$ cat src/rtl/spti_pkg.sv
`default_nettype none
package spti_pkg;

    localparam int TABLE_DEPTH = 512;
    localparam int NUM_TYPES   = 8;
    localparam int ROW_W       = $clog2(TABLE_DEPTH);
    localparam int TYPE_W      = (NUM_TYPES > 1) ? $clog2(NUM_TYPES) : 1;
    localparam int STOP_DEPTH  = TABLE_DEPTH * NUM_TYPES;
    localparam int STOP_AW     = $clog2(STOP_DEPTH);
    localparam int CNT_W       = 10;
    localparam int CNT_MIN     = 2;
    localparam int CFG_IDX_W   = 3;
    localparam int ITER_W      = 5;
    localparam logic [ITER_W-1:0] ITER_LAST = '1;

    localparam logic [31:0]    RST_CUTOFF = 32'd65536;
    localparam logic [CNT_W-1:0] RST_COUNT = CNT_W'(2);
    localparam logic [7:0]     RST_MIN_NB = 8'd5;
    localparam logic [31:0]    RST_TSTEP  = 32'd66;
    localparam logic [62:0]    LOSS_MAX   = '1;

    typedef enum logic [CFG_IDX_W-1:0] {
        CFG_CUTOFF = 3'd0,
        CFG_COUNT  = 3'd1,
        CFG_MIN_NB = 3'd2,
        CFG_TSTEP  = 3'd3,
        CFG_REGION = 3'd4
    } t_cfg_idx;

    typedef enum logic {
        OP_LOAD = 1'b0,
        OP_ATOM = 1'b1
    } t_op;

    typedef enum logic [2:0] {
        RD_E0, RD_LAST, RD_MID, RD_LO, RD_HI
    } t_rd_sel;

    typedef enum logic [2:0] {
        MS_INTERP, MS_VX, MS_VY, MS_VZ, MS_POWER, MS_TS_HI, MS_TS_LO
    } t_mul_sel;

    typedef struct packed {
        logic     capture;
        logic     tbl_we;
        logic     rd_en;
        t_rd_sel  rd_sel;
        logic     cap_e0;
        logic     cap_last;
        logic     srch_init;
        logic     srch_upd;
        logic     cap_lo;
        logic     cap_hi;
        logic     prep;
        logic     mul_en;
        t_mul_sel mul_sel;
        logic     div_load;
        logic     sq_load;
        logic     sq_acc;
        logic     iter_init;
        logic     iter_step;
        logic     se_calc;
        logic     plo_save;
        logic     thi_save;
        logic     term_calc;
        logic     acc_upd;
        logic     out_load;
        logic     out_applied;
    } t_dp_cmd;

    typedef struct packed {
        logic is_load;
        logic qualify;
        logic mid_is_lo;
        logic iter_last;
    } t_dp_stat;

endpackage
`default_nettype wire

$ cat src/rtl/spti_ctrl.sv
`default_nettype none
module spti_ctrl (
    input  wire logic               i_clk,
    input  wire logic               i_rst_n,
    input  wire logic               i_start,
    input  wire spti_pkg::t_dp_stat i_stat,
    output logic                    o_busy,
    output spti_pkg::t_dp_cmd       o_cmd
);
    import spti_pkg::*;

    typedef enum logic [22:0] {
        S_IDLE   = 23'(1) << 0,
        S_DECODE = 23'(1) << 1,
        S_CHK1   = 23'(1) << 2,
        S_CHK2   = 23'(1) << 3,
        S_QUAL   = 23'(1) << 4,
        S_SMID   = 23'(1) << 5,
        S_SCMP   = 23'(1) << 6,
        S_BRK0   = 23'(1) << 7,
        S_BRK1   = 23'(1) << 8,
        S_BRK2   = 23'(1) << 9,
        S_PREP   = 23'(1) << 10,
        S_MI     = 23'(1) << 11,
        S_MVX    = 23'(1) << 12,
        S_MVY    = 23'(1) << 13,
        S_MVZ    = 23'(1) << 14,
        S_IINIT  = 23'(1) << 15,
        S_ITER   = 23'(1) << 16,
        S_SE     = 23'(1) << 17,
        S_MP     = 23'(1) << 18,
        S_MH     = 23'(1) << 19,
        S_ML     = 23'(1) << 20,
        S_TERM   = 23'(1) << 21,
        S_FIN    = 23'(1) << 22
    } t_state;

    t_state r_state, n_state;

    assign o_busy = (r_state != S_IDLE);

    always_ff @(posedge i_clk) begin
        if (!i_rst_n) begin
            r_state <= S_IDLE;
        end else begin
            r_state <= n_state;
        end
    end

    always_comb begin
        n_state = r_state;
        o_cmd   = '0;
        unique case (r_state)
            S_IDLE: begin
                if (i_start) begin
                    o_cmd.capture = 1'b1;
                    n_state       = S_DECODE;
                end
            end
            S_DECODE: begin
                if (i_stat.is_load) begin
                    o_cmd.tbl_we   = 1'b1;
                    o_cmd.out_load = 1'b1;
                    n_state        = S_IDLE;
                end else begin
                    o_cmd.rd_en  = 1'b1;
                    o_cmd.rd_sel = RD_E0;
                    n_state      = S_CHK1;
                end
            end
            S_CHK1: begin
                o_cmd.rd_en  = 1'b1;
                o_cmd.rd_sel = RD_LAST;
                o_cmd.cap_e0 = 1'b1;
                n_state      = S_CHK2;
            end
            S_CHK2: begin
                o_cmd.cap_last = 1'b1;
                n_state        = S_QUAL;
            end
            S_QUAL: begin
                if (i_stat.qualify) begin
                    o_cmd.srch_init = 1'b1;
                    n_state         = S_SMID;
                end else begin
                    o_cmd.out_load = 1'b1;
                    n_state        = S_IDLE;
                end
            end
            S_SMID: begin
                if (i_stat.mid_is_lo) begin
                    n_state = S_BRK0;
                end else begin
                    o_cmd.rd_en  = 1'b1;
                    o_cmd.rd_sel = RD_MID;
                    n_state      = S_SCMP;
                end
            end
            S_SCMP: begin
                o_cmd.srch_upd = 1'b1;
                n_state        = S_SMID;
            end
            S_BRK0: begin
                o_cmd.rd_en  = 1'b1;
                o_cmd.rd_sel = RD_LO;
                n_state      = S_BRK1;
            end
            S_BRK1: begin
                o_cmd.rd_en  = 1'b1;
                o_cmd.rd_sel = RD_HI;
                o_cmd.cap_lo = 1'b1;
                n_state      = S_BRK2;
            end
            S_BRK2: begin
                o_cmd.cap_hi = 1'b1;
                n_state      = S_PREP;
            end
            S_PREP: begin
                o_cmd.prep = 1'b1;
                n_state    = S_MI;
            end
            S_MI: begin
                o_cmd.mul_en  = 1'b1;
                o_cmd.mul_sel = MS_INTERP;
                n_state       = S_MVX;
            end
            S_MVX: begin
                o_cmd.mul_en   = 1'b1;
                o_cmd.mul_sel  = MS_VX;
                o_cmd.div_load = 1'b1;
                n_state        = S_MVY;
            end
            S_MVY: begin
                o_cmd.mul_en  = 1'b1;
                o_cmd.mul_sel = MS_VY;
                o_cmd.sq_load = 1'b1;
                n_state       = S_MVZ;
            end
            S_MVZ: begin
                o_cmd.mul_en  = 1'b1;
                o_cmd.mul_sel = MS_VZ;
                o_cmd.sq_acc  = 1'b1;
                n_state       = S_IINIT;
            end
            S_IINIT: begin
                o_cmd.iter_init = 1'b1;
                n_state         = S_ITER;
            end
            S_ITER: begin
                o_cmd.iter_step = 1'b1;
                if (i_stat.iter_last) begin
                    n_state = S_SE;
                end
            end
            S_SE: begin
                o_cmd.se_calc = 1'b1;
                n_state       = S_MP;
            end
            S_MP: begin
                o_cmd.mul_en  = 1'b1;
                o_cmd.mul_sel = MS_POWER;
                n_state       = S_MH;
            end
            S_MH: begin
                o_cmd.mul_en   = 1'b1;
                o_cmd.mul_sel  = MS_TS_HI;
                o_cmd.plo_save = 1'b1;
                n_state        = S_ML;
            end
            S_ML: begin
                o_cmd.mul_en   = 1'b1;
                o_cmd.mul_sel  = MS_TS_LO;
                o_cmd.thi_save = 1'b1;
                n_state        = S_TERM;
            end
            S_TERM: begin
                o_cmd.term_calc = 1'b1;
                n_state         = S_FIN;
            end
            S_FIN: begin
                o_cmd.acc_upd     = 1'b1;
                o_cmd.out_load    = 1'b1;
                o_cmd.out_applied = 1'b1;
                n_state           = S_IDLE;
            end
            default: begin
                n_state = S_IDLE;
            end
        endcase
    end
endmodule
`default_nettype wire

$ cat config.mk
export PLATFORM = sky130hd
export DESIGN_NAME = spti_ctrl
export DESIGN_NICKNAME = d
export VERILOG_FILES = /design/src/rtl/spti_pkg.sv /design/src/rtl/spti_ctrl.sv
export SDC_FILE = /design/constraint.sdc
export NUM_CORES = 1
export LEC_CHECK = 0
export BUFFER_PORTS_ARGS = -buffer_cell sky130_fd_sc_hd__buf_2
export CORE_MARGIN = 2
export CORE_UTILIZATION = 47
export CTS_CLUSTER_SIZE = 24
export DETAILED_ROUTE_END_ITERATION = 8
export PLACE_DENSITY = 0.79
export SYNTH_ARGS = -nofsm -noshare
export SYNTH_HDL_FRONTEND = slang
export SYNTH_SLANG_ARGS = --single-unit
$ cat constraint.sdc
create_clock -name i_clk -period 2.4 [get_ports i_clk]
set_clock_uncertainty 0.05 [all_clocks]
set_input_delay 0.12 -clock i_clk [delete_from_list [all_inputs] [get_ports i_clk]]
set_output_delay 0.12 -clock i_clk [all_outputs]
set_load 0.005 [all_outputs]
**Yosys cells after proc, flatten, opt, wreduce, memory -nomap -nowiden**

Cells that the tools add are included.

- Reductions and logical operators: 1
- Mux-type cells: 34
- Eq/ne operators: 26

Operators with widths:

| cell | number |
|---|---|
| $pmux W23 S22 | 1 |
| $mux W23 | 2 |
| $pmux W4 S7 | 1 |
| $eq A23 B1 Y1 const B | 1 |
| $eq A23 B10 Y1 const B | 1 |
| $eq A23 B11 Y1 const B | 1 |
| $eq A23 B12 Y1 const B | 1 |
| $eq A23 B13 Y1 const B | 1 |
| $eq A23 B14 Y1 const B | 1 |
| $eq A23 B15 Y1 const B | 1 |
| $eq A23 B16 Y1 const B | 1 |
| $eq A23 B17 Y1 const B | 1 |
| $eq A23 B18 Y1 const B | 1 |
| $eq A23 B19 Y1 const B | 1 |
| $eq A23 B2 Y1 const B | 1 |
| $eq A23 B20 Y1 const B | 1 |
| $eq A23 B21 Y1 const B | 1 |
| $eq A23 B22 Y1 const B | 1 |
| $eq A23 B23 Y1 const B | 1 |
| $eq A23 B3 Y1 const B | 1 |
| $eq A23 B4 Y1 const B | 1 |
| $eq A23 B5 Y1 const B | 1 |
| $eq A23 B6 Y1 const B | 1 |
| $eq A23 B7 Y1 const B | 1 |
| other kinds (12) | 36 |

- Word-level logic and storage cells: 62
- Output and inout port bits: 30
- Register bits: 23
- Input bits: 7

**Logic depth before layout (Yosys ltp)**

Gate-level depths: netlist of the first run.

- Word-level depth: 3
- Depth in mapped cells: 11
- Depth with buffers taken out: 8

**Least setup slack after synthesis of the first run**

No wires, ideal clock.

- Kind: reg-to-reg
- Start point: register r_state[14]
- End point: register r_state[9]
- Stages on the path, launching flop included: 12
- Clock period less this slack: 2.286 ns
- Data required time: 2.223 ns
- Arrival: 2.108 ns
- Path buffers: 3
- Setup time: 0.127 ns
- Path slack: 0.114 ns
- Cell sequence: dfxtp_1 > buf_6 > or4_4 > nor4_4 > nand2_2 > nor2_2 > inv_2 > o21ai_4 > or2_1 > buf_4 > buf_6 > nor4_1

- Word-level cells in the longest chain between the ends: 3
- Elaborated cells between the ends (all ways): 26
- Classes of those cells: 24 x eq/ne; 1 x mux; 1 x reduce/logical

RTL lines:

| element | RTL line | text |
|---|---|---|
| start: declaration | spti_ctrl.sv:38 | `t_state r_state, n_state;` |
| start signal: assignment | spti_ctrl.sv:46 | `r_state <= n_state;` |
| parallel branches: the longest is 3 deep, another holds $eq A23 B22 Y1 | n/a |  |

Several ways; the timed one is not identified.
A chain may end at the register's enable or synchronous reset.

==> metrics.md, run 1 <==
| Metric | Value |
|---|---|
| Final Total Pwr | `0.000748 W` |
| Placed insts | `between 200 and 300` |
| Syn_nets | `187` |
| DP Worst Slack | `115 ps` |
| Core footprint | `around 3000 um2` |
| Pin count of the biggest net entering global routing | `14` |
| Nets | `257` |
| Worst vdd ir | `0.000251 V` |
| Hold WC Path Type | `input pin to flip-flop` |
| Crit path to | `o_cmd[26]` |
| Post-synthesis sequential area ratio | `0.311` |
| Hold Vio Cnt, Final | `0` |
| Ys flop type | `dfxtp_1` |
| Initial antenna violation count | `0` |
| Distinct cells, synth | `52` |
| Crit path time final | `2590 ps` |
| H-Tree Depth | `1` |
| Number of DRC markers in iteration 0 | `121` |
| Filler Cell Count | `between 200 and 250` |
| Sequential Power Share | `0.525` |
| Detailed Place HPWL | `between 3000 and 4000 um` |
| Wire per inst | `15.1 um` |
| Clock root cell | `clkbuf_4` |
| RR Startpoint | `r_state[12]$_SDFFE_PN0P_` |
| CP delay by family, top | `simple AND/OR/NAND/NOR gates` |
| Final setup violation count | `7` |
| Max-Cap Viols | `0` |
| Synth warn | `0` |
| Syn Inst Count | `180` |
| CP peak stage delay | `~550 ps` |
| P per Cell Area | `358 nW/um2` |
| DRC violations left | `0` |
| Worst Setup End Kind | `output port` |
| Gate power share | `0.220` |
| Number of synthesized register bits | `23` |
| Clock power frac | `0.254` |
| Grt total ovfl | `0` |
| Placer Congestion | `0.897` |
| Initial Util | `0.490` |
| Routed wire length | `4420 um` |
| First-pass GRT wire length | `6670 um` |
| Worst r2r dst | `r_state[8]$_SDFFE_PN0P_` |
| Crit share post-route | `1.08` |
| Largest reg by FF count | `r_state` |
| Die span in x | `around 60 um` |
| Cell Chain, Critical Path | `or4_4, buf_6, nor4_4, nand2_2, or4b_4, o311ai_2, buf_2` |
| DR vias/cell | `roughly 5.7` |
| Failing checks | `setup timing` |
| Share of post-route cells with drive strength above 1 | `0.438` |
| CTS max path bufs | `2` |
| EDFF count, synth | `0` |
| Number of flip-flops under the largest register name | `23` |
| TritonCTS sink count | `23` |
| Final Util | `0.690` |
| Ant. Diodes | `0` |
| Leakage | `~1 nW` |
| DR vias | `1667` |
| Mapped Avg Cell Area | `8.24 um2` |
| Area growth, synth to finish | `40.8%` |
| # port buffers | `36` |
| Worst R2R Path Depth | `9` |
| Rel. slew slack | `0.716` |
| Kind of critical path | `flip-flop to output port` |
| Critical Path Fanout Max | `3` |
| Post-Layout Cell Count | `293` |
| # IOs | `37` |
| Register area | `462 um2` |
| Clock-pin transition on the worst setup and hold timing paths | `140 ps` |
| 1st-pass router iterations | `4` |
| Crit path buffers/inverters | `2` |
| Die H | `60.2 um` |
| Top flop regs | `r_state x23` |
| Max Clk Rate | `~390 MHz` |
| Setup slack after layout | `-187 ps` |
| Status | `finished, violations left` |
| Most common cell after layout, fill and taps aside | `buf_2` |
| Pins Over Slew Limit | `0` |
| R2r setup slk | `100 ps` |
| Switch share | `0.297` |
| P_int | `0.000526 W` |
| Arrival time at the worst endpoint | `2420 ps` |
| TritonCTS buffer count | `3` |
| Fraction of registers with async set/reset | `0` |
| Synthesized cell area | `1480 um2` |
| Net switching power figure | `0.000222 W` |
| WP data required | `2230 ps` |
| CP Launch Point | `r_state[12]$_SDFFE_PN0P_` |
| Startpoint type of the worst setup path | `flip-flop` |
| Std-Cell Rows | `20` |
| Area of the multi-input gates | `1030 um2` |
| Vias in the first global route | `1418` |
| Stages on worst setup path | `7` |
| Most frequent cells in the layout | `buf_2 (36), buf_4 (31), nor2_1 (23)` |
| RSZ-0062 raised after global routing | `yes` |
| Die area | `3620 um2` |
| Worst-Margin Slew | `419 ps` |
| All-Layer GR Usage | `0.251` |
| Antenna Violating Nets Remaining | `0` |
| CP max stage cell | `or4_4` |
| TritonCTS clock tree | `built` |
| Clk_lat worst skew | `between 300 and 400 ps` |
-- power groups by stage --
stage               registers [W]  clock network [W]   logic, W
floorplan                0.000395                  0  0.0000855
global placement         0.000399                  0   0.000131
detailed placement       0.000399                  0   0.000132
CTS                      0.000392           0.000189   0.000148
global route             0.000393           0.000205   0.000179
finish                   0.000393           0.000190   0.000165
-- cells by family (layout without fill, tap and decap cells) --
logic type	count (synthesis)	count (layout)	share of synthesized area
and+or+nand+nor	115	115	0.489
AOI/OAI and AO/OA	21	21	0.111
buffers and inverters	15	84	0.0540
DFF	23	23	0.311
xor gates and xnor gates	6	6	0.0354
-- layout make-up --
class | instances | share of cell area
clock buffers | 3 | 0.0108
clock inverters | 1 | 0.00240
inverters | 6 | 0.0108
multi-input cells | 142 | 0.495
flip-flops and latches | 23 | 0.221
well taps | 44 | 0.0264
repair buffers | 74 | 0.234
-- per-stage QoR --
stage | cell area (um2) | hold slack, ps | TNS (ps)
global placement | 1850 | 289 | 0
finish | 2090 | 24.0 | -641
global route | 2090 | 24.4 | -1680
detailed placement | 1850 | 298 | 0
floorplan | 1480 | 141 | 0
CTS | 1990 | 24.3 | -616
-- worst min-delay path, cell delays in order --
cell	delay [ps]
buf_2	130
nand4b_1	100
nor4_1	40
-- worst min-delay path by stage --
stage               from                 endpoint  slack (ps)  cells past startpoint
6_report         i_rst_n  r_state[7]$_SDFFE_PN0P_          20                      3
5_1_grt          i_rst_n  r_state[7]$_SDFFE_PN0P_          20                      3
4_1_cts          i_rst_n  r_state[7]$_SDFFE_PN0P_          20                      3
3_5_place_dp   i_stat[3]  r_state[2]$_SDFFE_PN0P_         300                      2
3_3_place_gp   i_stat[3]  r_state[2]$_SDFFE_PN0P_         290                      2
2_1_floorplan  i_stat[3]  r_state[2]$_SDFFE_PN0P_         140                      1
-- Yosys cell counts, types with 2 or more instances --
master	n	share of area
buf_6	2	0.015
nor4_1	9	0.038
nor2b_1	2	0.0084
buf_4	2	0.010
nand3b_1	2	0.010
nand2b_1	4	0.017
or4_1	3	0.015
nor3b_1	6	0.030
a41o_1	2	0.014
nand3_1	5	0.017
o21ai_0	8	0.027
nand4b_1	2	0.012
nor4b_1	3	0.018
or3_1	7	0.030
o31ai_1	2	0.010
nand2_1	7	0.018
dfxtp_1	23	0.31
nand4_1	4	0.017
and3_1	4	0.017
nor3_1	13	0.044
and4b_1	2	0.014
nor4_4	2	0.029
nor2_1	25	0.063
inv_1	5	0.013
or4_4	2	0.015
clkbuf_1	4	0.010
xor2_1	5	0.030
-- per-layer routing --
layer,global-route usage,vias up,share of wire
met2,0.425,66,0.49
met4,0.0794,0,0.015
met1,0.312,785,0.44
met5,0,-,0
met3,0.0584,7,0.058
li1,-,809,-
-- what timing repair did --
action                                  CTS  global route
hold endpoints to repair                  3             0
setup buffers                             5             5
endpoints found under the setup margin   12            31
gates resized for setup                  10            17
hold buffers                              3             0
pin swaps                                 3             4
Power figures use the tool's default switching activity.
==> inputs of run 2 (changes only) <==
CORE_UTILIZATION = 55   (was 47)
PLACE_DENSITY = 0.86   (was 0.79)
clock period = 3.01 ns   (was 2.4 ns; I/O delays follow)
==> run 2 against run 1 <==
  * The flow now finishes without violations
  * Non-clock buffer count decreased by 34
  * Count of clock-buffer cells in the layout is the same
  * Highest routed layer unchanged
  * Largest cell class unchanged
  * First-iteration DRC count fell by 20%
  * Cell area is 18% lower
  * Combinational power decreased by 43%
  * Routed wire length is 9.0% lower
  * Critical path type unchanged
  * Clock power decreased by 21%
  * Sequential power down 21%
==> metrics.md, run 2 (synthesis gave the netlist of run 1 again) <==
| Metric | Value |
|---|---|
| Vias in the first global route | `1398 (was 1418)` |
| Cell Chain, Critical Path | `or3_1, nor4_4, nand3_4, or4_4, o311ai_2, buf_2 (was or4_4, buf_6, nor4_4, nand2_2, or4b_4, o311ai_2, buf_2)` |
| Crit share post-route | `0.972` |
| Hold WC Path Type | `input pin to flip-flop (unchanged)` |
| Critical Path Fanout Max | `9 (was 3)` |
| WP data required | `2810 ps (was 2230 ps)` |
| # port buffers | `36 (unchanged)` |
| Placer Congestion | `0.909 (was 0.897)` |
| Detailed Place HPWL | `3090 um (was 3130 um)` |
| Largest reg by FF count | `r_state (unchanged)` |
| RSZ-0062 raised after global routing | `no (was yes)` |
| Net switching power figure | `0.000163 W (was 0.000222 W)` |
| DR vias | `1570 (was 1667)` |
| P_int | `0.000394 W (was 0.000526 W)` |
| Status | `finished clean (was finished, violations left)` |
| Top flop regs | `r_state x23 (unchanged)` |
| Crit path time final | `slightly below 3000 ps` |
| Post-CTS Setup Bufs | `0 (was 5)` |
| DR vias/cell | `6.41 (was 5.69)` |
| Worst-Margin Slew | `621 ps (was 419 ps)` |
| Clock power frac | `0.272 (was 0.254)` |
| Routed wire length | `4020 um (was 4420 um)` |
| P per Cell Area | `326 nW/um2 (was 358 nW/um2)` |
| Arrival time at the worst endpoint | `2730 ps (was 2420 ps)` |
| Grt total ovfl | `0 (unchanged)` |
| First-pass GRT wire length | `6230 um (was 6670 um)` |
| DRC violations left | `0 (unchanged)` |
| Clock root cell | `clkbuf_4 (unchanged)` |
| Kind of critical path | `flip-flop to output port (unchanged)` |
| Die area | `3130 um2 (was 3620 um2)` |
| Worst hold slack | `70.2 ps (was 24.0 ps)` |
| Core footprint | `2520 um2 (was 3030 um2)` |
| Die H | `55.9 um (was 60.2 um)` |
| Die span in x | `55.9 um (was 60.2 um)` |
| Worst Setup End Kind | `output port (unchanged)` |
| Final setup violation count | `0 (was 7)` |
| Most frequent cells in the layout | `buf_2 (36), nor2_1 (25), dfxtp_1 (23) (was buf_2 (36), buf_4 (31), nor2_1 (23))` |
| Setup Total Neg Slack | `0 ps (was -641 ps)` |
| All-Layer GR Usage | `0.248 (was 0.251)` |
| TritonCTS sink count | `23 (unchanged)` |
| TritonCTS buffer count | `3 (unchanged)` |
| Crit path buffers/inverters | `1 (was 2)` |
| TritonCTS clock tree | `built (unchanged)` |
| Sequential Power Share | `0.560 (was 0.525)` |
| # IOs | `37 (unchanged)` |
| Std-Cell Rows | `18 (was 20)` |
| Pin count of the biggest net entering global routing | `14 (unchanged)` |
| Area growth, synth to finish | `15.4% (was 40.8%)` |
| Clk_lat worst skew | `320 ps (was 340 ps)` |
| CP max stage cell | `or4_4 (unchanged)` |
| Ant. Diodes | `0 (unchanged)` |
| Gate power share | `0.168 (was 0.220)` |
| Antenna Violating Nets Remaining | `0 (unchanged)` |
| Rel. slew slack | `0.583 (was 0.716)` |
| Number of flip-flops under the largest register name | `23 (unchanged)` |
| Hold Vio Cnt, Final | `0 (unchanged)` |
| Initial antenna violation count | `0 (unchanged)` |
| Most common cell after layout, fill and taps aside | `buf_2 (unchanged)` |
| Wire per inst | `16.4 um (was 15.1 um)` |
| Number of DRC markers in iteration 0 | `97 (was 121)` |
| Max Clk Rate | `342 MHz` |
| 1st-pass router iterations | `5 (was 4)` |
| Worst vdd ir | `0.000249 V (was 0.000251 V)` |
| Leakage | `0.817 nW (was 1.00 nW)` |
| CP delay by family, top | `simple AND/OR/NAND/NOR gates (unchanged)` |
| CTS max path bufs | `2 (unchanged)` |
| Initial Util | `0.588 (was 0.490)` |
| Switch share | `0.293 (was 0.297)` |
| Nets | `223 (was 257)` |
| Startpoint type of the worst setup path | `flip-flop (unchanged)` |
| Clock-pin transition on the worst setup and hold timing paths | `130 ps (was 140 ps)` |
| H-Tree Depth | `1 (unchanged)` |
| CP peak stage delay | `490 ps (was 550 ps)` |
| Share of post-route cells with drive strength above 1 | `0.274 (was 0.438)` |
| Pins Over Slew Limit | `0 (unchanged)` |
| Max-Cap Viols | `0 (unchanged)` |
-- run 2: cell types whose count changed in the layout (fill, tap and decap cells not counted), moves of 2 or more --
| cell | change |
|---|---|
| buf_4 | -29 |
| buf_6 | -4 |
| nor2_1 | +2 |
| nor3_1 | +5 |
| nor3_2 | -4 |
| nor4_1 | +2 |
| nor4_2 | -2 |
| or3_1 | +2 |
| or3_4 | -2 |
-- run 2: path summary, 6_finish.rpt --
| check | endpoint | cells after the start | start | slack, ps |
|---|---|---|---|---|
| min | r_state[17]$_SDFFE_PN0P_ | 3 | i_rst_n | 70 |
| max reg2reg | r_state[19]$_SDFFE_PN0P_ | 9 | r_state[2]$_SDFFE_PN0P_ | 300 |
| max | o_cmd[26] | 6 | r_state[10]$_SDFFE_PN0P_ | 80 |
| min reg2reg | r_state[22]$_SDFFE_PN0P_ | 2 | r_state[21]$_SDFFE_PN0P_ | 480 |
-- run 2: layout make-up --
cell class | instances | area [um2]
Multi-Input combinational cell | 142 | 948
Timing Repair Buffer | 40 | 215
Sequential cell | 23 | 460
Clock inverter | 1 | 5.00
Inverter | 6 | 22.5
Fill cell | 206 | 811
Tap cell | 30 | 37.5
Clock buffer | 3 | 22.5
-- run 2: worst min-delay path, cell delays in order --
cell and delay [ps]:
buf_2 130, o21ai_4 90, nor2_1 50
-- run 2: timing repair --
action                                  in CTS  in global routing
gates resized for setup                      0                  1
endpoints found under the setup margin       0                  1
hold buffers                                 2                  0
hold endpoints to repair                     2                  0
-- run 2: routing by layer --
layer	GRT usage	vias up	part of all wire
met1	0.302	745	0.42
met4	0.119	0	0.017
met5	0	-	0
met3	0.0488	7	0.078
li1	-	746	-
met2	0.417	72	0.48
-- run 2: power groups by stage --
| stage | combinational [W] | sequential [W] | clock, W |
|---|---|---|---|
| after floorplan | 0.0000682 | 0.000315 | 0 |
| after global placement | 0.0000857 | 0.000318 | 0 |
| after detailed placement | 0.0000882 | 0.000319 | 0 |
| after CTS | 0.0000911 | 0.000312 | 0.000155 |
| after global routing | 0.000102 | 0.000313 | 0.000159 |
| final | 0.0000936 | 0.000312 | 0.000151 |
-- run 2: stage by stage --
| step | cells | area (um2) | setup WS (ps) | power [W] | utilization |
|---|---|---|---|---|---|
| 3_5_place_dp | 239 | 1660 | 394 | 0.000407 | 0.657 |
| 5_1_grt | 245 | 1710 | 6.17 | 0.000574 | 0.679 |
| 2_1_floorplan | 180 | 1480 | 695 | 0.000383 | - |
| 4_1_cts | 245 | 1710 | 98.2 | 0.000558 | 0.676 |
| 6_report | 245 | 1710 | 83.0 | 0.000557 | 0.679 |
| 3_3_place_gp | 239 | 1660 | 484 | 0.000404 | 0.657 |
